--- src/sv/mpl_pkg.sv ---
`timescale 1ns / 1ps
// ============================================================================
// mpl_pkg
// Shared types and constants of the 2x2 max pooling line buffer.
// ============================================================================
package mpl_pkg;

    localparam int NUM_FIELDS = 4;
    localparam int FIELD_W    = 16;
    localparam int ADDR_W_MAX = 10;
    localparam int ROW_W      = 10;
    localparam int WID_W      = 7;
    localparam int HGT_W      = 11;
    localparam int CFG_IDX_W  = 2;
    localparam int CFG_DATA_W = 11;

    localparam logic [HGT_W-1:0] ROW_LIMIT       = 11'd1024;
    localparam logic [WID_W-1:0] TILE_WIDTH_RST  = 7'd64;
    localparam logic [HGT_W-1:0] TILE_HEIGHT_RST = 11'd1;

    localparam int QUEUE_DEPTH = 2;
    localparam int QPTR_W      = 1;
    localparam int QCNT_W      = 2;

    typedef enum logic [CFG_IDX_W-1:0] {
        CFG_POOL_ENABLE = 2'd0,
        CFG_TILE_WIDTH  = 2'd1,
        CFG_TILE_HEIGHT = 2'd2
    } t_cfg_idx;

    typedef enum logic [1:0] {
        OP_STORE = 2'd0,
        OP_POOL  = 2'd1,
        OP_PASS  = 2'd2
    } t_op;

    typedef logic [FIELD_W-1:0] t_field;

    typedef struct packed {
        t_op                             op;
        logic [ADDR_W_MAX-1:0]           addr;
        t_field [NUM_FIELDS-1:0]         pix;
        t_field [NUM_FIELDS-1:0]         left;
    } t_cmd;

endpackage

--- src/sv/mpl_front.sv ---
`timescale 1ns / 1ps
// ============================================================================
// mpl_front
// Register file, tile position counters and request classification.
// ============================================================================
module mpl_front #(
    parameter int LANES          = 4,
    parameter int LANE_WIDTH     = 16,
    parameter int MAX_TILE_WIDTH = 64
) (
    input  logic                                            i_clk,
    input  logic                                            i_rst_n,
    input  logic                                            i_valid,
    input  mpl_pkg::t_field [mpl_pkg::NUM_FIELDS-1:0]       i_pix,
    output logic                                            o_ready,
    input  logic                                            i_cfg_valid,
    input  logic [mpl_pkg::CFG_IDX_W-1:0]                   i_cfg_index,
    input  logic [mpl_pkg::CFG_DATA_W-1:0]                  i_cfg_data,
    output logic                                            o_cfg_ready,
    output logic                                            o_cmd_valid,
    output mpl_pkg::t_cmd                                   o_cmd,
    input  logic                                            i_cmd_ready
);
    import mpl_pkg::*;

    localparam int COL_W = $clog2(MAX_TILE_WIDTH);
    localparam int BND_W = $clog2(MAX_TILE_WIDTH + 1);
    localparam int CMP_W = (BND_W > WID_W) ? BND_W : WID_W;
    localparam logic [CMP_W-1:0] MAX_W = CMP_W'(MAX_TILE_WIDTH);

    logic                                  r_pool_en;
    logic [WID_W-1:0]                      r_tile_width;
    logic [HGT_W-1:0]                      r_tile_height;
    logic [COL_W-1:0]                      r_col, n_col;
    logic [ROW_W-1:0]                      r_row, n_row;
    logic [LANES-1:0][LANE_WIDTH-1:0]      r_left;

    logic [CMP_W-1:0]  w_bound;
    logic [CMP_W-1:0]  col_inc;
    logic [HGT_W-1:0]  h_bound;
    logic [HGT_W-1:0]  row_inc;
    logic              take;
    logic              step;
    t_op               cmd_op;

    // register writes
    assign o_cfg_ready = 1'b1;

    always_ff @(posedge i_clk) begin
        if (!i_rst_n) begin
            r_pool_en     <= 1'b0;
            r_tile_width  <= TILE_WIDTH_RST;
            r_tile_height <= TILE_HEIGHT_RST;
        end else if (i_cfg_valid) begin
            unique case (i_cfg_index)
                CFG_POOL_ENABLE: r_pool_en     <= i_cfg_data[0];
                CFG_TILE_WIDTH:  r_tile_width  <= i_cfg_data[WID_W-1:0];
                CFG_TILE_HEIGHT: r_tile_height <= i_cfg_data[HGT_W-1:0];
                default: ;
            endcase
        end
    end

    // tile position
    assign w_bound = (r_tile_width == '0 || CMP_W'(r_tile_width) > MAX_W)
                     ? MAX_W : CMP_W'(r_tile_width);
    assign col_inc = CMP_W'(r_col) + CMP_W'(1);
    assign h_bound = (r_tile_height == '0 || r_tile_height > ROW_LIMIT)
                     ? ROW_LIMIT : r_tile_height;
    assign row_inc = HGT_W'(r_row) + HGT_W'(1);

    assign take = i_valid && i_cmd_ready;
    assign step = take && r_pool_en;

    always_comb begin
        n_col = r_col;
        n_row = r_row;
        if (step) begin
            if (col_inc >= w_bound) begin
                n_col = '0;
                n_row = (row_inc >= h_bound) ? '0 : row_inc[ROW_W-1:0];
            end else begin
                n_col = col_inc[COL_W-1:0];
            end
        end
    end

    always_ff @(posedge i_clk) begin
        if (!i_rst_n) begin
            r_col  <= '0;
            r_row  <= '0;
            r_left <= '0;
        end else begin
            r_col <= n_col;
            r_row <= n_row;
            if (step && !r_col[0]) begin
                for (int k = 0; k < LANES; k++) begin
                    r_left[k] <= i_pix[k][LANE_WIDTH-1:0];
                end
            end
        end
    end

    // classification
    always_comb begin
        cmd_op      = OP_PASS;
        o_cmd_valid = 1'b0;
        if (!r_pool_en) begin
            cmd_op      = OP_PASS;
            o_cmd_valid = i_valid;
        end else if (!r_row[0]) begin
            cmd_op      = OP_STORE;
            o_cmd_valid = i_valid;
        end else if (r_col[0]) begin
            cmd_op      = OP_POOL;
            o_cmd_valid = i_valid;
        end
    end

    assign o_ready    = i_cmd_ready;
    assign o_cmd.op   = cmd_op;
    assign o_cmd.addr = ADDR_W_MAX'(r_col);
    assign o_cmd.pix  = i_pix;

    for (genvar k = 0; k < NUM_FIELDS; k++) begin : g_left
        if (k < LANES) begin : g_on
            assign o_cmd.left[k] = FIELD_W'(r_left[k]);
        end else begin : g_off
            assign o_cmd.left[k] = '0;
        end
    end
endmodule

--- config.mk ---
export PLATFORM = sky130hd
export DESIGN_NAME = mpl_front
export DESIGN_NICKNAME = d
export VERILOG_FILES = /design/src/sv/mpl_pkg.sv /design/src/sv/mpl_front.sv
export SDC_FILE = /design/constraint.sdc
export NUM_CORES = 1
export LEC_CHECK = 0
export BUFFER_PORTS_ARGS = -buffer_cell sky130_fd_sc_hd__buf_2
export CORE_ASPECT_RATIO = 0.5
export CORE_UTILIZATION = 39
export CTS_CLUSTER_SIZE = 14
export DETAILED_ROUTE_END_ITERATION = 10
export GPL_TIMING_DRIVEN = 0
export PLACE_DENSITY = 0.69
export SLEW_MARGIN = 20
export SYNTH_ARGS = -nofsm -noshare
export SYNTH_HDL_FRONTEND = slang
export SYNTH_SLANG_ARGS = --single-unit
--- constraint.sdc ---
create_clock -name i_clk -period 3.03 [get_ports i_clk]
set_clock_uncertainty 0.2 [all_clocks]
set_input_delay 0.4545 -clock i_clk [delete_from_list [all_inputs] [get_ports i_clk]]
set_output_delay 0.4545 -clock i_clk [all_outputs]
set_load 0.02 [all_outputs]
**After elaboration in Yosys (flattened, before gate mapping)**

Cells that the tools add are included.

- Equal/unequal tests: 2
- Reduce and logical (&&, ||, !) cells: 13
- Muxes and demuxes: 10
- Add/sub/neg operators: 2
- Magnitude comparators: 4

Operators with widths:

| kind | number |
|---|---|
| adder 10 x 1 -> 11 bit (second input constant) | 1 |
| >= comparator 11 bit | 1 |
| > comparator 11 bit (second input constant) | 1 |
| logical NOT 11 bit | 1 |
| 2-to-1 mux 11 bit | 1 |
| 2-to-1 mux 10 bit | 1 |
| AND reduction 2 bit | 4 |
| adder 6 x 1 -> 7 bit (second input constant) | 1 |
| >= comparator 7 bit | 1 |
| > comparator 7 bit (second input constant) | 1 |
| logical NOT 7 bit | 1 |
| 2-to-1 mux 7 bit | 1 |
| 2-to-1 mux 2 bit | 3 |
| 2-to-1 mux 6 bit | 1 |
| logical AND 1 bit | 3 |
| 2-to-1 mux 1 bit | 3 |
| equality test 2 x 1 -> 1 bit (second input constant) | 1 |
| equality test 2 bit (second input constant) | 1 |
| logical NOT 2 bit | 1 |
| logical OR 1 bit | 2 |
| logical NOT 1 bit | 1 |

- Word-level logic and storage cells: 40
- Flip-flop bits (word level): 99
- Input port bits: 82
- Output and inout port bits: 143

**Logic depth before layout (Yosys ltp)**

- Depth in word-level cells: 5
- Depth in mapped cells: 12
- Depth with buffers taken out: 12

**Least setup slack after synthesis**

Ideal clock, no wire load.

- Path type: reg-to-reg
- From: register r_row[0]
- To: register r_row[0]
- Stages on the path, launching flop included: 13
- Data arrival time: 2366 ps
- Buffers on the path: 0
- Slack: 395 ps
- Period minus slack after synthesis: 2635 ps
- Required time: 2761 ps
- Setup time: 69 ps
- Cells stage by stage: dfxtp_1 ha_1 nand4_1 or2_2 xor2_1 inv_1 ha_1 a21oi_1 o21ai_1 o211ai_1 and3_2 nand3_4 o21ai_1

- Word-level cells in the longest chain between the ends: 3

Ends and longest elaborated chain:

| what | RTL line | RTL |
|---|---|---|
| start: declaration | mpl_front.sv:35 | `logic [ROW_W-1:0] r_row, n_row;` |
| start signal: assignment | mpl_front.sv:95 | `r_row <= n_row;` |
| adder 10 x 1 -> 11 bit (*) | mpl_front.sv:70 | `assign row_inc = HGT_W'(r_row) + HGT_W'(1);` |
| >= comparator 11 bit | mpl_front.sv:81 | `n_row = (row_inc >= h_bound) ? '0 : row_inc[ROW_W-1:0];` |
| 2-to-1 mux 10 bit (*) | mpl_front.sv:81 |  |

Every way passes the cells marked *; elsewhere a longest branch is shown, timed or not.
A chain may end at the register's enable or synchronous reset.

**Worst setup path after layout**

- From: register r_row[0]
- To: register r_row[6]

Same word-level chain as after synthesis.

==> metrics.cfg <==
[setup_path]
worstSetupPathDepth=12
cp-start-kind=flip-flop
cpMaxStageDelayCell=dfxtp_4
critPathKind=flip-flop to flip-flop
cp.arrival_ps=2900
rr_worst_depth=12
cpPeakStageDelay_ps=400
crit_family=simple AND/OR/NAND/NOR gates
reg2reg_from=r_row[0]
critPathBufInv=1
r2r-end=r_row[6]
required_ps=3090
ff2ff_setup_slack_ps=200
path_cells=ha_2 > nand4_1 > or2_2 > xor2_1 > inv_1 > ha_1 > a21oi_1 > o21ai_1 > o211ai_1 > and3_4 > nand3_4 > o21ai_1
cp_common_cell=o21ai_1
worstPathMaxFanout=10
cp-end-kind=flip-flop

[logic_synthesis]
syn_area_sq_mm=0.00486
yosysTopAreaCell=dfxtp_1
synth_area_leaders=dfxtp_1 41%, nand2_1 12%, buf_4 11%
yosysSeqAreaShare_pct=40.8
synth_cells=592
synth-seq-cells=99
syn_avg_cell_area_sq_um=8.21
synth_edf_count=0
synth.distinct_cells=44
ys_warn_count=0
synth_flop_cell=dfxtp_1
synth.top_cell.area_share_pct=40.8
async_flop_share_pct=0

[clocking]
insertion_delay_ps=340
clkTransAtPathRegs_ps=70
cts_tree=yes
cts_sinks=99
cts_buffers=9
ctsLongestPathBuffers=2
htree_num_levels=3
cts_root_buf=clkbuf_16
cts_setup_buffers=0

[grt]
busiest_layer=met2
antenna_found_initial=1
overflow=0
grt_use_total_pct=18.8
first_global_vias=4056
grt_max_degree=17
use_met1_pct=22.8
grt.met3_usage_pct=4.85
grt_pass1_wl_mm=19.5
global_route.usage.met2_pct=33.7

[route]
ant_nets=0
routedWlPerCell_microns=12.5
drc=0
drt_pass1_iterations=4
drt-total-wl_mm=12.4
vias=4494
vias_per_cell=4.52
drtIter0Drc=233

[finish]
fillCellCount=1163
final_cell_mix=230 x buf_2, 149 x nand2_1, 98 x dfxtp_1
final_nets=927
regArea_sq_mm=0.00199
layout_commonest_cell=buf_2
drive_gt1_share_pct=40.3
area_growth_pct=33.3
final_util_pct=54.1
multi_input_area_sq_mm=0.00218

[sta]
timing.fmax_mhz=353
hold_viol=0
slew_headroom_pct=60.0
hold_ws_ps=130
worst_slack_ps=195
maxSlewViolCount=0
period_minus_slack_ps=2830
setup_viol=0
tightest_slew_ps=600
period_share_pct=93.6

[floorplan]
row_count=28
coreArea_sq_mm=0.0120
dieArea_sq_mm=0.0129
die_h_microns=80.9
start_util_pct=40.6
die_x_microns=160
ios=225

[place]
pre_cts_ws_ps=-12.8
portBuffers=219
place_hpwl_mm=9.87
place.gp.congestion=0.809

[worst_hold_path]
holdPathEnd=r_tile_width[6]
hold_depth=2
min_path_type=input pin to flip-flop
hold_start=i_rst_n

[flow_run]
max_cap_viol_count=0

[power]
ir_worst_vdd_mv=0.298
p_leak_uw=0.00315
p_per_area_mw_per_mm2=438

[status]
run_status=completed

-- logic make-up (layout without fill, tap and decap cells) --
| kind of cell | after synthesis | in the layout | synth area share (%) |
|---|---|---|---|
| AOI/OAI and AO/OA | 99 | 99 | 11.7 |
| xor gates and xnor gates | 13 | 13 | 2.34 |
| adders and majority gates | 20 | 20 | 5.15 |
| buffers and inverters | 106 | 340 | 14.8 |
| DFF | 99 | 99 | 40.8 |
| muxes | 19 | 19 | 3.91 |
| other | 2 | 6 | 0.155 |
| and+or+nand+nor | 234 | 234 | 21.2 |
-- how the worst max path moves through the flow --
stage                   from  endpoint  slack (ps)
global placement    r_row[0]  r_row[9]          40
floorplan           r_row[0]  r_row[0]         390
finish              r_row[0]  r_row[6]         200
global route        r_col[0]  r_row[2]          -2
CTS                 r_row[0]  r_row[6]          90
detailed placement  r_row[0]  r_row[4]         -10
-- layout make-up --
type / instances / area share (%)
Inverter: 10 / 0.579
Clock buffer: 10 / 3.53
Antenna cell: 1 / 0.0386
Clock inverter: 5 / 0.966
Sequential cell: 99 / 30.7
Timing Repair Buffer: 219 / 16.9
Multi-Input combinational cell: 390 / 33.6
Tap cell: 165 / 3.19
Buffer: 96 / 10.5
-- per-stage QoR --
step                total power (uW)  setup TNS (ps)  cells  area, sq um
finish                          2840               0    995         6480
global route                    2950           -1.65    995         6480
CTS                             2870               0    994         6470
floorplan                       1580               0    595         4870
global placement                1720               0    979         6170
detailed placement              1720           -44.1    979         6170
-- what timing repair did --
action                                  CTS  global route
resized for setup                         1             3
hold buffers                              0             0
endpoints found under the setup margin   10            10
-- cells in the mapped netlist (2+ instances only) --
master / instances
mux2i_1: 19
inv_1: 10
nand4_1: 4
dfxtp_1: 99
clkbuf_1: 7
ha_1: 20
nand3b_1: 3
buf_2: 11
o21ai_2: 2
o21ai_1: 9
a21oi_1: 71
nand2_1: 149
nor2b_1: 3
conb_1: 2
buf_6: 6
nand2b_1: 19
nor4_1: 4
a21o_1: 2
xor2_1: 6
a22oi_1: 3
xnor2_1: 7
and3_1: 5
o21ai_0: 3
buf_4: 70
buf_1: 2
nand3_1: 7
nor2_1: 32
-- power by group --
group	total [uW]	leakage, uW	switching [uW]	internal, uW
combinational	363	0.00222	196	167
clock	1150	0.000135	506	641
sequential	1330	0.000800	11.3	1310
total	2840	0.00315	713	2120
-- layer usage --
metal,routed length (microns),share of wire (%)
met4,128,1.0
met5,0,0
met3,588,4.7
met1,5590,45
met2,6100,49
-- sequential cells by signal, summed over array words and instances, names as in the netlist --
name,flops
o_cmd,64
r_col,6
r_pool_en,1
r_row,10
r_tile_height,11
r_tile_width,7
No activity file was read; power rests on OpenSTA's default activity.
