[config.mk]
export PLATFORM = sky130hd
export DESIGN_NAME = mpl_fifo
export DESIGN_NICKNAME = d
export VERILOG_FILES = /design/src/sv/mpl_pkg.sv /design/src/sv/mpl_fifo.sv
export SDC_FILE = /design/constraint.sdc
export NUM_CORES = 1
export LEC_CHECK = 0
export BUFFER_PORTS_ARGS = -buffer_cell sky130_fd_sc_hd__buf_4
export CAP_MARGIN = 15
export CORE_MARGIN = 2
export CORE_UTILIZATION = 52
export DETAILED_ROUTE_END_ITERATION = 6
export MAX_ROUTING_LAYER = met4
export PLACE_DENSITY = 0.79
export SLEW_MARGIN = 20
export SYNTH_ARGS = -nofsm -noshare
export SYNTH_HDL_FRONTEND = slang
export SYNTH_SLANG_ARGS = --single-unit
[constraint.sdc]
create_clock -name i_clk -period 6.42 [get_ports i_clk]
set_clock_uncertainty 0.2 [all_clocks]
set_input_delay 1.284 -clock i_clk [delete_from_list [all_inputs] [get_ports i_clk]]
set_output_delay 1.284 -clock i_clk [all_outputs]
set_load 0.005 [all_outputs]
[src/sv/mpl_pkg.sv]
`timescale 1ns / 1ps
// ============================================================================
// mpl_pkg
// Shared types and constants of the 2x2 max pooling line buffer.
// ============================================================================
package mpl_pkg;

    localparam int NUM_FIELDS = 4;
    localparam int FIELD_W    = 16;
    localparam int ADDR_W_MAX = 10;
    localparam int ROW_W      = 10;
    localparam int WID_W      = 7;
    localparam int HGT_W      = 11;
    localparam int CFG_IDX_W  = 2;
    localparam int CFG_DATA_W = 11;

    localparam logic [HGT_W-1:0] ROW_LIMIT       = 11'd1024;
    localparam logic [WID_W-1:0] TILE_WIDTH_RST  = 7'd64;
    localparam logic [HGT_W-1:0] TILE_HEIGHT_RST = 11'd1;

    localparam int QUEUE_DEPTH = 2;
    localparam int QPTR_W      = 1;
    localparam int QCNT_W      = 2;

    typedef enum logic [CFG_IDX_W-1:0] {
        CFG_POOL_ENABLE = 2'd0,
        CFG_TILE_WIDTH  = 2'd1,
        CFG_TILE_HEIGHT = 2'd2
    } t_cfg_idx;

    typedef enum logic [1:0] {
        OP_STORE = 2'd0,
        OP_POOL  = 2'd1,
        OP_PASS  = 2'd2
    } t_op;

    typedef logic [FIELD_W-1:0] t_field;

    typedef struct packed {
        t_op                             op;
        logic [ADDR_W_MAX-1:0]           addr;
        t_field [NUM_FIELDS-1:0]         pix;
        t_field [NUM_FIELDS-1:0]         left;
    } t_cmd;

endpackage

[src/sv/mpl_fifo.sv]
`timescale 1ns / 1ps
// ============================================================================
// mpl_fifo
// Short request queue between the front and the back.
// ============================================================================
module mpl_fifo (
    input  logic           i_clk,
    input  logic           i_rst_n,
    input  logic           i_valid,
    input  mpl_pkg::t_cmd  i_data,
    output logic           o_ready,
    output logic           o_valid,
    output mpl_pkg::t_cmd  o_data,
    input  logic           i_ready
);
    import mpl_pkg::*;

    t_cmd               r_mem [QUEUE_DEPTH];
    logic [QPTR_W-1:0]  r_wr_ptr;
    logic [QPTR_W-1:0]  r_rd_ptr;
    logic [QCNT_W-1:0]  r_count;
    logic               push;
    logic               pop;

    assign o_ready = (r_count != QCNT_W'(QUEUE_DEPTH));
    assign o_valid = (r_count != '0);
    assign o_data  = r_mem[r_rd_ptr];
    assign push    = i_valid && o_ready;
    assign pop     = o_valid && i_ready;

    always_ff @(posedge i_clk) begin
        if (push) begin
            r_mem[r_wr_ptr] <= i_data;
        end
    end

    always_ff @(posedge i_clk) begin
        if (!i_rst_n) begin
            r_wr_ptr <= '0;
            r_rd_ptr <= '0;
            r_count  <= '0;
        end else begin
            if (push) begin
                r_wr_ptr <= r_wr_ptr + QPTR_W'(1);
            end
            if (pop) begin
                r_rd_ptr <= r_rd_ptr + QPTR_W'(1);
            end
            if (push && !pop) begin
                r_count <= r_count + QCNT_W'(1);
            end else if (pop && !push) begin
                r_count <= r_count - QCNT_W'(1);
            end
        end
    end
endmodule

## After elaboration in Yosys (flattened, before gate mapping)

Memory sizes are Yosys's and may differ from the RTL's. A register that Yosys moved wholly into a read port is not among the register bits.
Cells that the tools add are included.

- Add/sub/neg operators: 4
- Equal/unequal tests: 1
- Multiplexer cells: 6
- Reduce and logical (&&, ||, !) cells: 8

Operators by type and width:

| kind | count |
|---|---|
| logical AND 1 bit | 4 |
| 2-to-1 mux 1 bit | 4 |
| 2-to-1 mux 2 bit | 2 |
| nonzero test 2 bit | 2 |
| adder 1 bit, second input constant | 2 |
| adder 2 x 1 -> 2 bit, second input constant | 1 |
| logical NOT 1 bit | 2 |
| inequality test 2 bit, second input constant | 1 |
| subtractor 2 x 1 -> 2 bit, second input constant | 1 |

- Register bits after elaboration: 4
- Bits in writable memories: 280
- Bits of input ports: 144
- Output and inout port bits: 142
- Logic and storage cells: 23
- Memories: 1

Memories:

| name | depth | bits a word | read ports | clocked after Yosys merged registers in | write ports | line | text |
|---|---|---|---|---|---|---|---|
| r_mem | 2 | 140 | 1 | 1 | 1 | mpl_fifo.sv:18 | `t_cmd r_mem [QUEUE_DEPTH];` |

## Logic depth before layout (Yosys ltp)

Gate-level depths: netlist (run 1).

- Depth in word-level cells: 6
- Depth in mapped cells: 6
- Mapped depth without buffers: 6

## Worst setup path before layout (run 1)

No wires, ideal clock.

- Path kind: in2reg
- Start: input i_valid
- End: memory r_mem[1][0] in the netlist's numbering, enable pin
- Setup time: 517 ps
- Arrival: 4551 ps
- Data required time: 5703 ps
- Setup slack: 1152 ps
- Cell stages on the path: 1
- Path buffers: 0
- Cells stage by stage: and3_1

- Word-level cells in the longest chain between the ends: 3

RTL lines:

| item | line | text |
|---|---|---|
| from (decl) | mpl_fifo.sv:9 | `input logic i_valid,` |
| logical AND 1 bit | mpl_fifo.sv:28 | `assign push = i_valid && o_ready;` |
| 2-to-1 mux 1 bit | mpl_fifo.sv:32 | `if (push) begin` |
| 2-to-1 mux 1 bit (implied by the code) | mpl_fifo.sv:33 | `r_mem[r_wr_ptr] <= i_data;` |
| to (decl) | mpl_fifo.sv:18 |  |

No other way between the ends.

==> results of run 1 <==
==> power by group through the flow <==
stage	registers, W	logic [W]	clock network (W)
finish	0.00246	0.00135	0.00158
global route	0.00248	0.00143	0.00169
CTS	0.00246	0.00137	0.00162
detailed placement	0.00250	0.00136	0
global placement	0.00248	0.00133	0
floorplan	0.00244	0.000827	0
==> logic make-up after synthesis <==
family                   count (synthesis)  share of synthesized area, %
AO/OA/AOI/OAI                            5                        0.3255
adder cells (fa/ha/maj)                  1                        0.1162
multiplexers                           140                         18.14
buffers and inverters                   17                         1.511
flip-flops                             285                         79.06
AND/OR/NAND/NOR                          9                        0.6047
XOR/XNOR                                 3                        0.2442
==> per-layer routing <==
layer,share of wire (%),vias up,wire [um]
met2,48,254,9821
met4,2.4,0,484
met1,40,2589,8262
met3,9.3,38,1894
met5,0,-,0
li1,-,2434,-
==> critical path, cell delays in order, from the launching register on <==
cell	delay [ns]
dfxtp_4	1.07
buf_12	0.49
mux2_2	0.42
buf_4	0.14
==> area by class of cell <==
class	count	area (sq um)
flip-flops and latches	285	8512
fillers	1310	6274
repair buffers	289	2182
multi-input cells	158	2096
clock buffers	36	752.0
well taps	270	337.8
clock inverters	13	137.6
inverters	1	8.758
==> flip-flops by register name (all words and copies together), names as in the netlist, named ones only <==
register and cells:
r_wr_ptr 1, r_count 2, r_rd_ptr 1, r_mem 280
==> cells in the final DEF (no fill, tap or decap) <==
| cell type | n |
|---|---|
| buf_4 | 288 |
| edfxtp_1 | 280 |
| mux2_4 | 100 |
| mux2_2 | 40 |
| clkbuf_16 | 29 |
| clkbuf_1 | 7 |
| clkinv_1 | 7 |
| and2_1 | 4 |
| dfxtp_1 | 4 |
| bufinv_16 | 3 |
| xnor2_1 | 2 |
| inv_6 | 2 |
| nand2b_4 | 1 |
| or2_2 | 1 |
| o21ai_1 | 1 |
| and3_4 | 1 |
| nand3b_1 | 1 |
| a21bo_2 | 1 |
| a21boi_0 | 1 |
| xor2_1 | 1 |
| o21ai_0 | 1 |
| or3_1 | 1 |
| a21boi_1 | 1 |
| ha_1 | 1 |
| dfxtp_4 | 1 |
| clkinvlp_4 | 1 |
| clkinv_2 | 1 |
| buf_12 | 1 |
==> metrics by stage <==
step	area, sq um	util (%)	cells	total power [W]
2_1_floorplan	10760	-	460	0.003265
3_3_place_gp	13140	64.71	1003	0.003816
3_5_place_dp	13140	64.71	1003	0.003864
4_1_cts	14030	69.10	1052	0.005448
5_1_grt	14030	69.10	1052	0.005609
6_report	14030	69.10	1052	0.005392
==> final timing paths <==
path | start | cells past startpoint | endpoint
setup / recovery | flip-flop | 3 | o_data[10]
hold / removal | r_count[1] | 2 | r_count[1]
setup reg to reg | r_count[0] | 4 | r_mem[0][121]
hold reg to reg | r_count[1] | 2 | r_count[1]
==> out/summary.log, run 1 <==
[status] outcome finished clean
[power] combinational fraction of design power 25.0%
[route] post-detailed-route count of antenna-violating nets 0
[finish] fraction of final layout cells sized beyond drive strength 1 60.10%
[power] IR Drop Worst-Case VDD 0.2836 mV
[power] net switching power figure 0.001291 W
[route] detailed-router iteration count before antenna repair 4
[power] proportion of total power due to net switching 23.95%
[yosys] Netlist Area Pre-Place 0.01076 sq mm
[timing] remaining max-slew budget at the tightest pin 27.76%
[floorplanning] starting utilization of the core area 53.01%
[clocking] number of cells upsized or downsized after cts 0
[critical_path] endpoint arrival time on the critical path 2.81 ns
[yosys] number of flip-flops and latches in the synthesized netlist 285
[timing] post-route minimum period 4.294 ns
[clocking] H-tree levels 1
[floorplanning] die area 0.02186 sq mm
[global_routing] GR met1 Demand/Resource 23.93%
[yosys] syn_nets 605
[yosys] Async SR Flop Fraction 0%
[timing] setup repair after global routing missed its margin no
[clocking] post-CTS setup-driven buffer insertion count 0
[global_routing] global-route congestion overflow total 0
[critical_path] critical path required time 4.94 ns
[critical_path] setup slack, reg-to-reg 3.59 ns
[place] half-perimeter wire length after placement 13600 um
[floorplanning] I/O pin cnt 286
[place] global placer's final weighted congestion 0.8082
[global_routing] global-route wire length before repair 30700 um
[yosys] number of enable flip-flop cells after synthesis 280
[yosys] cells taking the most area after synthesis edfxtp_1 (78%), mux2_4 (14%), mux2_2 (4.2%), buf_6 (1.2%), dfxtp_1 (0.93%)
[route] ratio of routed vias to standard cells 5.052
[route] number of DRC markers after the initial detailed-route iteration 270
[finish] ANT cells 0
[critical_path] kind of critical path reg -> out
[yosys] synthesis warning total 0
[timing] max-slew violation count 0
[global_routing] total global routing track utilization 18.65%
[timing] worst-margin pin slew 1.084 ns
[power] Clock power frac 29.4%
[timing] crit path setup slack, layout 2.126 ns
[clocking] number of buffers added by the clock tree synthesis step 29
[yosys] most frequent cell after synthesis edfxtp_1
[global_routing] largest net degree at the start of global routing 86
[clocking] Post-CTS Hold Buffers 0
[route] vias 5315
[critical_path] capturing element type of the critical path output pin
[global_routing] busiest layer in global routing met2
[power] Static Leakage 5.398 nW
[job] maxcap violations 0
[timing] hold violation total from the final report 0
[clocking] clk_lat worst skew 0.54 ns
[yosys] sequential cell area fraction in the yosys report 79.06%
[clocking] maximum number of buffers from clock root to sink 3
[yosys] cell accounting for the most synthesized area edfxtp_1
[route] Detailed Route WL 20460 um
[timing] Finish-stage setup viols 0
[floorplanning] Placement Rows 52
[clocking] Clock Sinks 285
[yosys] post-synth cell types 22
[floorplanning] height of the die 147.9 um
[clocking] CTS tree built
[route] number of design rule violations left after detail routing 0
[timing] WHS 0.3742 ns
[power] sequential group share of total power 45.6%
[global_routing] initial antenna violation count 0
[place] Buffers on Ports 285
[place] pre-CTS setup slack 2.704 ns
[finish] signed area change from the synthesized netlist to the final layout 30.33%
[floorplanning] Die Wd 147.9 um
[worst_hold_path] Hold WC Path Type reg -> reg
[clocking] CTS root buf clkbuf_16
[yosys] post-synthesis average cell area 23.39 sq um
[power] power per standard cell area 384.4 mW/mm^2
[clocking] Reg clk slew, reported paths 0.06 ns
[global_routing] global routing met2 resource utilization 29.44%
[timing] maximum operating frequency 232.9 MHz
[timing] total negative setup slack 0 ns
[yosys] cell count after synthesis 460
[global_routing] met3 demand-to-capacity share in global routing 5.463%
[floorplanning] Core Area 0.02030 sq mm
[timing] final period utilization 66.88%
[yosys] most instantiated cells after synthesis edfxtp_1 (280), mux2_4 (100), mux2_2 (40), buf_6 (11), dfxtp_1 (5)
[yosys] Yosys top cell area share 78.13%
[yosys] leading register cell type out of synthesis edfxtp_1
[critical_path] Worst Path Max Fanout 81
[power] Power Internal 0.004101 W
[route] wire length per cell 19.45 um
[critical_path] Startpoint Class flip-flop
[global_routing] number of global-route vias before repair 5519
[finish] Total Nets Final 909
Power figures use the tool's default switching activity.
==> inputs of run 2 (changes only) <==
- CORE_UTILIZATION: 52 -> 47
- PLACE_DENSITY: 0.79 -> 0.75
- clock period: 6.42 -> 3.55 ns (I/O delays scaled with it)
==> run 2 against run 1 <==
Clock-buffer cell count increased by 7. Via count increased by 0.34%. First-iteration DRC count decreased by 11%. Register-to-register slack got worse by 2.2 ns. Setup slack got worse by 1.6 ns. Utilization decreased by 6.4 points. Clock power increased by 84%. Die area increased by 10%. Non-clock buffer count increased by 3. Sequential cell count unchanged.
==> out/summary.log, run 2 (synthesized netlist as in run 1, its figures left out) <==
[timing] crit path setup slack, layout 0.5130 ns [-1.613 ns]
[route] number of design rule violations left after detail routing 0 [unchanged]
[global_routing] global-route congestion overflow total 0 [unchanged]
[route] number of DRC markers after the initial detailed-route iteration 240 [-11%]
[route] ratio of routed vias to standard cells 4.970 [-1.6%]
[finish] most used cells in the layout excluding fill and tap cells buf_4 (287), edfxtp_1 (280), mux2_4 (100), mux2_2 (40), clkbuf_16 (29)
[clocking] clk_lat worst skew 0.53 ns [about the same]
[floorplanning] die area 0.02412 sq mm [+10%]
[power] sequential group share of total power 44.5% [-1.1 points]
[power] combinational fraction of design power 25.9% [+0.9 points]
[finish] fraction of final layout cells sized beyond drive strength 1 60.41% [+0.30 points]
[finish] Layout Cell Area excl Fill 0.01415 sq mm [+0.86%]
[clocking] CTS root buf clkbuf_16
[timing] worst-margin pin slew 0.4866 ns [-0.5971 ns]
[finish] multi-input combinational cell area 0.002096 sq mm [unchanged]
[critical_path] Worst Path Max Fanout 61 [-25%]
[floorplanning] I/O pin cnt 286 [unchanged]
[route] Detailed Route WL 20290 um [-0.86%]
[global_routing] initial antenna violation count 0 [unchanged]
[timing] maximum operating frequency 329.3 MHz
[finish] largest register by flop count r_mem
[floorplanning] Core Area 0.02257 sq mm [+11%]
[floorplanning] Die Wd 155.3 um [+5.0%]
[critical_path] worst path buffer plus inverter count 2 [unchanged]
[status] outcome finished clean
[place] standard cell area after detailed placement 0.01323 sq mm [+0.69%]
[route] uppermost layer routed met4
[global_routing] number of global-route vias before repair 5671 [+2.8%]
[job] maxcap violations 0 [unchanged]
[global_routing] total global routing track utilization 16.22% [-2.4 points]
[finish] fill cell total of the finished layout 1582 [+21%]
[clocking] number of cells upsized or downsized after cts 0 [unchanged]
[clocking] post-CTS setup-driven buffer insertion count 0 [unchanged]
[finish] ANT cells 0 [unchanged]
[floorplanning] height of the die 155.3 um [+5.0%]
[clocking] maximum number of buffers from clock root to sink 3 [unchanged]
[critical_path] category of cells accounting for the largest share of critical-path delay flip-flops
[finish] number of flip-flops in the largest register 280 [unchanged]
[timing] total negative setup slack 0 ns [unchanged]
[route] post-detailed-route count of antenna-violating nets 0 [unchanged]
[place] Buffers on Ports 285 [unchanged]
[power] IR Drop Worst-Case VDD 0.5991 mV [+110%]
[finish] Layout Cells excl Fill 1073 [+2.0%]
[timing] post-route minimum period 3.037 ns
[critical_path] stage delay of the slowest cell on the critical path 0.63 ns [-0.44 ns]
[finish] register cell area after layout 0.008512 sq mm [unchanged]
[finish] most common cell after layout, fill and taps aside buf_4
[route] length of routed wiring on met1 7873 um [-4.7%]
[place] pre-CTS setup slack 1.033 ns [-1.671 ns]
[timing] remaining max-slew budget at the tightest pin 67.56% [+40 points]
[critical_path] critical path required time 2.64 ns [-2.30 ns]
[finish] Total Nets Final 912 [+0.33%]
[clocking] CTS tree built
[critical_path] critical path, cell by cell buf_12, mux2_2, buf_4
[clocking] Clock Sinks 285 [unchanged]
[clocking] Post-CTS Hold Buffers 0 [unchanged]
[timing] Finish-stage setup viols 0 [unchanged]
[power] power per standard cell area 693.5 mW/mm^2 [+80%]
[place] global placer's final weighted congestion 0.7509 [-7.1%]
[worst_hold_path] Hold WC Path Type in -> reg
[critical_path] Startpoint Class flip-flop
[floorplanning] starting utilization of the core area 47.68% [-5.3 points]
[floorplanning] Placement Rows 55 [+5.8%]
[power] proportion of total power due to net switching 23.79% [-0.15 points]
[timing] setup repair after global routing missed its margin no
[timing] max-slew violation count 0 [unchanged]
[place] Placed Cells incl. Taps 1021 [+1.8%]
[power] Power Internal 0.007477 W [+82%]
[timing] final period utilization 85.55%
[critical_path] slowest cell on the critical path dfxtp_4
[power] net switching power figure 0.002335 W [+81%]
[critical_path] kind of critical path reg -> out
[place] half-perimeter wire length after placement 13890 um [+2.2%]
[critical_path] endpoint arrival time on the critical path 2.13 ns [-0.68 ns]
[route] wire length per cell 18.91 um [-2.8%]
[global_routing] largest net degree at the start of global routing 71 [-17%]
[route] DR WL met3 1455 um [-23%]
[clocking] number of buffers added by the clock tree synthesis step 29 [unchanged]
[power] Static Leakage 5.444 nW [+0.85%]
[global_routing] global-route wire length before repair 29600 um [-3.6%]
[clocking] H-tree levels 1 [unchanged]
[power] Clock power frac 29.6% [+0.2 points]
[finish] signed area change from the synthesized netlist to the final layout 31.46%
[route] amount of wire on met2 after detailed routing 10290 um [+4.7%]
[clocking] Reg clk slew, reported paths 0.06 ns [about the same]
[timing] hold violation total from the final report 0 [unchanged]
[critical_path] capturing element type of the critical path output pin
[route] detailed-router iteration count before antenna repair 5 [+1]
[finish] largest registers r_mem (280), r_count (2)
[route] vias 5333 [+0.34%]
-- run 2: changes by cell type in the layout (fill, tap and decap cells not counted) --
cell,before,now
clkinv_1,7,5
inv_6,2,1
buf_12,1,5
clkbuf_8,0,5
bufinv_16,3,2
clkbuf_1,7,9
buf_4,288,287
-- run 2: final timing paths --
check / from / endpoint / slack (ns) / cells after the start
hold reg to reg: r_rd_ptr / r_rd_ptr / 0.40 / 2
setup reg to reg: r_count[0] / r_mem[1][46] / 1.40 / 3
setup / recovery: flip-flop / o_data[1] / 0.51 / 3
hold / removal: i_data[123] / r_mem[0][123] / 0.16 / 1
-- run 2: power by group through the flow --
stage          logic, W  registers (W)  clock network, W
6_report        0.00254        0.00437           0.00291
5_1_grt         0.00270        0.00440           0.00312
4_1_cts         0.00258        0.00437           0.00298
3_5_place_dp    0.00257        0.00444                 0
3_3_place_gp    0.00252        0.00441                 0
2_1_floorplan   0.00150        0.00438                 0
-- run 2: layout make-up --
| cell class | count | area share (%) |
|---|---|---|
| inverter | 1 | 0.05306 |
| tap | 285 | 2.521 |
| timing repair buffer | 292 | 15.94 |
| multi-input combinational | 158 | 14.81 |
| sequential | 285 | 60.17 |
| clock buffer | 43 | 5.855 |
| clock inverter | 9 | 0.6545 |
-- run 2: through the flow --
stage / total power [W] / hold slack, ns / util, %
after floorplan: 0.005878 / 0.3124 / -
after global placement: 0.006929 / 0.3233 / 58.60
after detailed placement: 0.007010 / 0.3856 / 58.60
after CTS: 0.009934 / 0.1280 / 62.68
after global routing: 0.01022 / 0.1319 / 62.68
final: 0.009812 / 0.1569 / 62.68
-- run 2: routing by layer --
layer  up-vias  global-route usage, %
met2       206                  27.81
li1       2439                      -
met3        53                  4.429
met4         0                  5.636
met1      2635                  18.49
met5         -                      -
==> inputs of run 3 (changes only) <==
- ABC_AREA: unset -> 1
- CAP_MARGIN: 15 -> 0
- CORE_UTILIZATION: 47 -> 52
- PLACE_DENSITY: 0.75 -> 0.79
- clock period: 3.55 -> 3.35 ns (I/O delays scaled with it)
==> run 3 against run 2 <==
Via count increased by 1.2%. Non-clock buffer count increased by 3. Synthesized cell count increased by 2.8%. Global-route usage increased by 2.9 points. Cell count increased by 0.19%. First-iteration DRC count increased by 13%. Total power increased by 4.0%. Routed wire length increased by 4.1%. Sequential cell count unchanged. Sequential power increased by 7.3%. Synthesized area about the same. Clock power increased by 3%. Critical endpoint is now o_data[82]. Highest routed layer unchanged.
==> out/summary.log, run 3 <==
[critical_path] stage delay of the slowest cell on the critical path 0.73 ns [+0.10 ns]
[worst_hold_path] startpoint of the lowest-slack hold path i_data[2]
[critical_path] depth of the critical timing path with buffers and inverters included 3 [unchanged]
[yosys] cell accounting for the most synthesized area edfxtp_1
[floorplanning] Die Wd 147.8 um [-4.8%]
[worst_hold_path] hold path depth 1 [unchanged]
[floorplanning] height of the die 147.8 um [-4.8%]
[job] maxcap violations 0 [unchanged]
[finish] number of flip-flops in the largest register 280 [unchanged]
[floorplanning] die area 0.02186 sq mm [-9.4%]
[yosys] synthesis warning total 0 [unchanged]
[finish] largest register by flop count r_mem
[timing] final period utilization 90.31%
[power] post-layout total power 0.01021 W [+4.0%]
[power] Static Leakage 5.495 nW [+0.95%]
[yosys] most frequent cell after synthesis edfxtp_1
[yosys] leading register cell type out of synthesis edfxtp_1
[timing] Finish-stage setup viols 0 [unchanged]
[route] detailed-router iteration count before antenna repair 4 [-1]
[global_routing] global-route wire length before repair 31400 um [+6.1%]
[global_routing] initial antenna violation count 0 [unchanged]
[clocking] post-CTS setup-driven buffer insertion count 0 [unchanged]
[critical_path] most frequent cell on the critical path buf_4
[place] Buffers on Ports 285 [unchanged]
[global_routing] global-route congestion overflow total 0 [unchanged]
[timing] worst-margin pin slew 0.5810 ns [+0.09440 ns]
[clocking] Clock Sinks 285 [unchanged]
[route] vias 5396 [+1.2%]
[timing] setup repair after global routing missed its margin no
[finish] register cell area after layout 0.008512 sq mm [unchanged]
[power] IR Drop Worst-Case VDD 0.4778 mV [-20%]
[floorplanning] Placement Rows 52 [-5.5%]
[critical_path] capture instance of the worst register-to-register path r_mem[0][28]
[critical_path] Worst Path Max Fanout 30 [-51%]
[yosys] post-synth cell types 16 [-27%]
[floorplanning] starting utilization of the core area 53.00% [+5.3 points]
[worst_hold_path] sink of the worst hold path r_mem[0][2]
[critical_path] slowest cell on the critical path dfxtp_4
[critical_path] category of cells accounting for the largest share of critical-path delay flip-flops
[clocking] CTS root buf clkbuf_16
[timing] remaining max-slew budget at the tightest pin 61.27% [-6.3 points]
[finish] most used cells in the layout excluding fill and tap cells buf_4 (289), edfxtp_1 (280), mux2_4 (100), mux2_2 (40), clkbuf_16 (29)
[place] half-perimeter wire length after placement 14080 um [+1.4%]
[critical_path] Startpoint Class flip-flop
[route] number of DRC markers after the initial detailed-route iteration 270 [+13%]
[route] post-detailed-route count of antenna-violating nets 0 [unchanged]
[critical_path] worst path buffer plus inverter count 2 [unchanged]
[timing] hold violation total from the final report 0 [unchanged]
[critical_path] worst r2r src r_count[0]
[clocking] clk_lat worst skew 0.54 ns [about the same]
[yosys] syn_nets 618 [+2.1%]
[power] power per standard cell area 720.9 mW/mm^2 [+3.9%]
[finish] largest registers r_mem (280), r_count (2)
[yosys] Yosys top cell area share 78.15% [about the same]
[critical_path] critical path, cell by cell buf_4, mux2_4, buf_4
[yosys] number of flip-flops and latches in the synthesized netlist 285 [unchanged]
[critical_path] Worst R2R Path Depth 5 [+2]
[route] number of design rule violations left after detail routing 0 [unchanged]
[status] outcome finished clean
[finish] fraction of final layout cells sized beyond drive strength 1 59.25% [-1.2 points]
[finish] ANT cells 0 [unchanged]
[yosys] most instantiated cells after synthesis edfxtp_1 (280), mux2_4 (100), mux2_2 (40), buf_6 (11), nand2_1 (9)
[critical_path] setup slack, reg-to-reg 1.40 ns [about the same]
[finish] fill cell total of the finished layout 1295 [-18%]
[worst_hold_path] Hold WC Path Type in -> reg
[yosys] Async SR Flop Fraction 0% [unchanged]
[route] ratio of routed vias to standard cells 5.020 [+0.99%]
[timing] post-route minimum period 3.025 ns
[route] wire length per cell 19.65 um [+3.9%]
[clocking] number of buffers added by the clock tree synthesis step 29 [unchanged]
[clocking] Reg clk slew, reported paths 0.06 ns [about the same]
[yosys] cell count after synthesis 473 [+2.8%]
[yosys] Netlist Area Pre-Place 0.01076 sq mm [about the same]
[clocking] Post-CTS Hold Buffers 0 [unchanged]
[yosys] cells taking the most area after synthesis edfxtp_1 (78%), mux2_4 (14%), mux2_2 (4.2%), buf_6 (1.2%), dfxtp_1 (0.93%)
[place] global placer's final weighted congestion 0.7748 [+3.2%]
[critical_path] capturing element type of the critical path output pin
[critical_path] kind of critical path reg -> out
[timing] max-slew violation count 0 [unchanged]
[yosys] sequential cell area fraction in the yosys report 79.08% [about the same]
[critical_path] critical path required time 2.48 ns [-0.16 ns]
[yosys] post-synthesis average cell area 22.75 sq um [-2.8%]
[finish] most common cell after layout, fill and taps aside buf_4
[finish] multi-input combinational cell area 0.002093 sq mm [-0.12%]
[finish] Total Nets Final 928 [+1.8%]
[clocking] maximum number of buffers from clock root to sink 3 [unchanged]
[floorplanning] I/O pin cnt 286 [unchanged]
[timing] total negative setup slack 0 ns [unchanged]
[clocking] number of cells upsized or downsized after cts 0 [unchanged]
[timing] maximum operating frequency 330.5 MHz
[finish] signed area change from the synthesized netlist to the final layout 31.63%
[global_routing] total global routing track utilization 19.14% [+2.9 points]
[route] Detailed Route WL 21120 um [+4.1%]
[global_routing] number of global-route vias before repair 5745 [+1.3%]
[clocking] H-tree levels 1 [unchanged]
[yosys] number of enable flip-flop cells after synthesis 280 [unchanged]
[global_routing] largest net degree at the start of global routing 77 [+8.5%]
[clocking] CTS tree built
[critical_path] endpoint arrival time on the critical path 2.16 ns [+0.03 ns]
[floorplanning] Core Area 0.02030 sq mm [-10%]
run 3: cell count changes after synthesis, moves of 2 or more:
cell,change
xnor2_1,-2
nand2_1,+9
nor2_1,+8
and2_1,-4
inv_1,+7
run 3: logic make-up (layout without fill, tap and decap cells):
family / Yosys count / after routing / synth area share [%]
buffers and inverters: 24 / 356 / 1.756
multiplexers: 140 / 140 / 18.14
AO/OA/AOI/OAI: 4 / 4 / 0.2093
adder cells (fa/ha/maj): 1 / 1 / 0.1163
flip-flops: 285 / 285 / 79.08
AND/OR/NAND/NOR: 19 / 19 / 0.6977
run 3: per-layer routing:
layer	vias to the layer above	share of wire, %	global-route usage, %
met2	218	50	32.40
met3	28	8.3	5.093
met1	2668	40	23.39
met4	0	1.4	4.286
met5	-	0	-
li1	2482	-	-
run 3: metrics by stage:
stage / instances / hold WS [ns] / instance area [sq um] / setup slack [ns] / utilization, %
final: 1075 / 0.1165 / 14160 / 0.3245 / 69.77
after global routing: 1075 / 0.09255 / 14160 / 0.2164 / 69.77
after CTS: 1075 / 0.09537 / 14160 / 0.2705 / 69.77
after detailed placement: 1022 / 0.3158 / 13260 / 0.8406 / 65.34
after global placement: 1022 / 0.2764 / 13260 / 0.8704 / 65.34
after floorplan: 473 / 0.2669 / 10790 / -0.08189 / -
run 3: area by class of cell:
| class | count | area share (%) |
|---|---|---|
| Inverter | 8 | 0.2120 |
| Clock buffer | 43 | 5.849 |
| Multi-Input combinational cell | 164 | 14.78 |
| Clock inverter | 10 | 0.5036 |
| Sequential cell | 285 | 60.10 |
| Timing Repair Buffer | 295 | 16.17 |
| Tap cell | 270 | 2.385 |
run 3: worst max path at each step:
stage	from	slack [ns]	end
after global routing	flip-flop	0.22	o_data[82]
after global placement	flip-flop	0.87	o_data[19]
final	flip-flop	0.32	o_data[82]
after CTS	flip-flop	0.27	o_data[82]
after floorplan	i_valid	-0.08	r_mem[0][0]
after detailed placement	flip-flop	0.84	o_data[56]
run 3: report_power, final:
part | leakage [nW] | internal (W) | switching [W] | total, W
registers | 2.65 | 0.00451 | 0.000181 | 0.00469
clock network | 0.440 | 0.00177 | 0.00122 | 0.00299
logic | 2.40 | 0.00147 | 0.00106 | 0.00253
